<file path="src/rtl/psf_cell.sv">
`timescale 1ns / 1ps
// ----------------------------------------------------------------------------
// psf_cell: one window cell
// Holds one completed bin; takes its neighbor's bin when a new bin enters.
// ----------------------------------------------------------------------------
module psf_cell #(
   parameter int RW = 26,
   parameter int VW = 42
) (
   input  logic                 clock,
   input  logic                 shift_en,
   input  logic signed [RW-1:0] rate_in,
   input  logic        [VW-1:0] var_in,
   output logic signed [RW-1:0] rate_q,
   output logic        [VW-1:0] var_q
);
   logic signed [RW-1:0] rate_ff;
   logic        [VW-1:0] var_ff;

   always_ff @(posedge clock) begin
      if (shift_en) begin
         rate_ff <= rate_in;
         var_ff  <= var_in;
      end
   end

   assign rate_q = rate_ff;
   assign var_q  = var_ff;
endmodule

</file>
<file path="config.mk">
export PLATFORM = sky130hd
export DESIGN_NAME = psf_cell
export DESIGN_NICKNAME = d
export VERILOG_FILES = /design/src/rtl/psf_cell.sv
export SDC_FILE = /design/constraint.sdc
export NUM_CORES = 1
export LEC_CHECK = 0
export BUFFER_PORTS_ARGS = -buffer_cell sky130_fd_sc_hd__buf_2
export CAP_MARGIN = 20
export CORE_MARGIN = 4
export CORE_UTILIZATION = 37
export CTS_BUF_LIST = sky130_fd_sc_hd__clkbuf_16
export DETAILED_ROUTE_END_ITERATION = 7
export PLACE_DENSITY = 0.72
export SYNTH_ARGS = -nofsm -noshare
export SYNTH_HDL_FRONTEND = slang
export SYNTH_SLANG_ARGS = --single-unit
export TNS_END_PERCENT = 20
</file>
<file path="constraint.sdc">
create_clock -name clock -period 0.8 [get_ports clock]
set_input_delay 0.04 -clock clock [delete_from_list [all_inputs] [get_ports clock]]
set_output_delay 0.04 -clock clock [all_outputs]
set_load 0.02 [all_outputs]
</file>
### Word-level counts from Yosys, hierarchy flattened

Index checks and enable logic that the tools add are counted.

* bits in registers: 68
* bits of input ports: 70
* output and inout bits: 68
* logic and storage cells: 2

### Logic depth before layout (Yosys ltp)

* word-level depth: 0
* gate-level depth with buffers: 0
* depth with buffers taken out: 0

### Worst setup path before layout

Ideal clock, no wire load.

* kind: register -> output
* from: reg rate_ff[0] (netlist: rate_q[0])
* to: out rate_q[0]
* arrival time: 0.449 ns
* required time: 0.760 ns
* setup slack: 0.311 ns
* stages on the path, launching flop included: 1
* buffers on the path: 0
* path through: edfxtp_1

RTL lines
* start: declaration: line 17 `logic signed [RW-1:0] rate_ff;`
* start signal: assignment: line 22 `rate_ff <= rate_in;`
* end: declaration: line 14 `output logic signed [RW-1:0] rate_q,`

No word-level cell between the ends.

### Final worst setup path

* from: reg rate_ff[19] (netlist: rate_q[19])
* to: out rate_q[19]

No word-level cell between the ends.

==> impl_metrics.py <==
metrics = {
    "worst_setup_path": {
        "required_ns": 0.76,
        "slowest_delay_ns": 0.41,
        "worstPathCellList": "buf_6",
        "worstSetupEndpointType": "output port",
        "critical_path.top_delay_family": "flip-flops",
        "critPathKind": "reg -> out",
        "cp.depth": 1,
        "cp_max_fo": 1,
        "cp-start-kind": "flop",
        "crit_buf_inv": 1,
        "crit_arrival_ns": 0.88,
        "cp_slowest_cell": "edfxtp_1",
    },
    "yosys": {
        "yosysUniqueCellTypes": 1,
        "synth.avg_cell_area_um2": 30.0,
        "synthFlopType": "edfxtp_1",
        "synth_edf_count": 68,
        "synth_top_area_share_pct": 100,
        "synth_nets": 138,
        "yosysWarningCount": 0,
        "yosysTopAreaCell": "edfxtp_1",
        "ys_seq_area_share_pct": 100,
        "yosysMostFrequentCell": "edfxtp_1",
        "yosys-top-cells-count": "edfxtp_1 (68)",
        "synth-async-reset-ratio_pct": 0,
        "syn_area_um2": 2040,
        "synthCells": 68,
        "ys_ff_latch": 68,
        "synth_area_leaders": "edfxtp_1 (100%)",
    },
    "status": {
        "violations": "negative setup slack",
        "status": "finished with violations",
    },
    "finish": {
        "num_antenna_cells": 0,
        "multi_input_area_um2": 0,
        "final_cells": 359,
        "drive_above_1_share_pct": 51.9,
        "nNetsFinal": 356,
        "area_delta_synth_final_pct": 90.7,
        "multi_input_cells": 0,
    },
    "clock_tree": {
        "numCtsBuffers": 9,
        "htreeDepth": 3,
        "cts_tree": "done",
        "root_buffer": "clkbuf_16",
        "clk_pin_slew_ns": 0.05,
        "cts_sinks": 68,
        "cts_buffer_depth": 2,
    },
    "grt": {
        "grt_usage_pct": 17.0,
        "grt_overflow_total": 0,
        "grt_max_degree": 38,
        "grt_pass1_wl_um": 7940,
        "grt_pass1_vias": 1658,
        "antenna_found_initial": 0,
    },
    "min_path": {
        "hold_depth": 2,
        "hp-class": "in -> reg",
    },
    "pwr": {
        "internal_power_mw": 6.86,
        "p_per_area_nw_per_um2": 2250,
        "p_seq_share_pct": 49.3,
        "switching_share_pct": 21.8,
        "p_switching_mw": 1.91,
        "clockPowerShare_pct": 36.5,
        "finalPower_mw": 8.77,
        "ir_drop_mv": 1.67,
        "leakage_nw": 1.67,
        "combPwrFrac_pct": 14.1,
    },
    "drt": {
        "remaining_drc_errors": 0,
        "vias": 1479,
        "wl_per_cell_um": 15.4,
        "vias_per_cell": 4.12,
        "totalWireLength_um": 5540,
        "drtAntennaViolNets": 0,
        "drtIter0Drc": 55,
        "dr.pass1.iters": 3,
    },
    "place": {
        "gp_congestion": 0.683,
        "portBuffers": 137,
        "post-place-cells": 277,
        "dp_slack_ns": 0.0661,
    },
    "sta": {
        "layout_min_cycle_time_ns": 0.915,
        "hold_ws_ns": 0.219,
        "clock.fmax_mhz": 1090,
        "tightest_slew_ns": 0.197,
        "worst_slack_ns": -0.115,
        "setup_viol": 68,
        "fin_crit_sh_pct": 114,
        "relSlewSlack_pct": 86.9,
        "grt_setup_unrepaired": "true",
        "hold_viol": 0,
        "slew_violations": 0,
    },
    "die": {
        "placementRows": 26,
        "dieArea_um2": 6770,
        "die_x_um": 82.3,
        "core_um2": 5240,
        "initial_utilization_pct": 39.0,
        "fp.dieH_um": 82.3,
        "ios": 138,
    },
    "job": {
        "cap_viol_max_count": 0,
    },
}
[metal layers]
layer	vias up	GRT usage [%]	share of wire, %	wire length, um
met1	678	14.7	30	1670
met4	0	6.48	0.49	27
li1	713	-	-	-
met5	-	0	0	0
met2	86	32.1	58	3200
met3	2	8.89	12	640
[cell usage in the layout (no fill, tap or decap)]
master / count
buf_12: 2
buf_2: 119
buf_6: 18
clkbuf_16: 9
clkinv_1: 3
clkinv_2: 2
dlygate4sd3_1: 68
edfxtp_1: 68
[cells by family (layout without fill, tap and decap cells)]
kind of cell  after synthesis  count (layout)  share of synthesized area [%]
buf+inv                     0             221                              0
flops                      68              68                            100
[per-stage QoR]
step	TNS (ns)	util [%]	cell area, um^2
after floorplan	0	-	2040
after CTS	-5.62	73.1	3830
after global placement	0	54.5	2860
after detailed placement	0	54.5	2860
after global routing	-7.67	74.4	3890
final	-5.07	74.4	3890
[sequential cells by signal, indices dropped and copies added (netlist names)]
name and count:
var_q 42, rate_q 26
[power by group through the flow]
stage,logic [mW],registers [mW],clock network [mW]
floorplan,0,4.76,0
global placement,0.883,4.36,0
detailed placement,0.894,4.37,0
CTS,1.18,4.31,3.29
global route,1.31,4.35,3.57
finish,1.24,4.33,3.21
[layout make-up]
cell class            instances  area, um^2
Tap cell                     70        87.6
Fill cell                   328        1340
Clock buffer                  9         225
Timing Repair Buffer        207        1520
Clock inverter                5        21.3
Sequential cell              68        2040
[path summary, 6_finish.rpt]
path	start	end	slack (ns)
worst min-delay path	shift_en	rate_q[24]	0.22
worst max-delay path	rate_q[19]	rate_q[19]	-0.12
[timing repair]
item / in CTS / in global routing
setup endpoints to repair: 68 / 68
setup buffers: 0 / 0
hold buffers: 68 / 0
gates cloned: 0 / 0
gates resized for setup: 14 / 23
hold endpoints to repair: 68 / 0
Note: power is estimated with default switching activity, not from simulation.
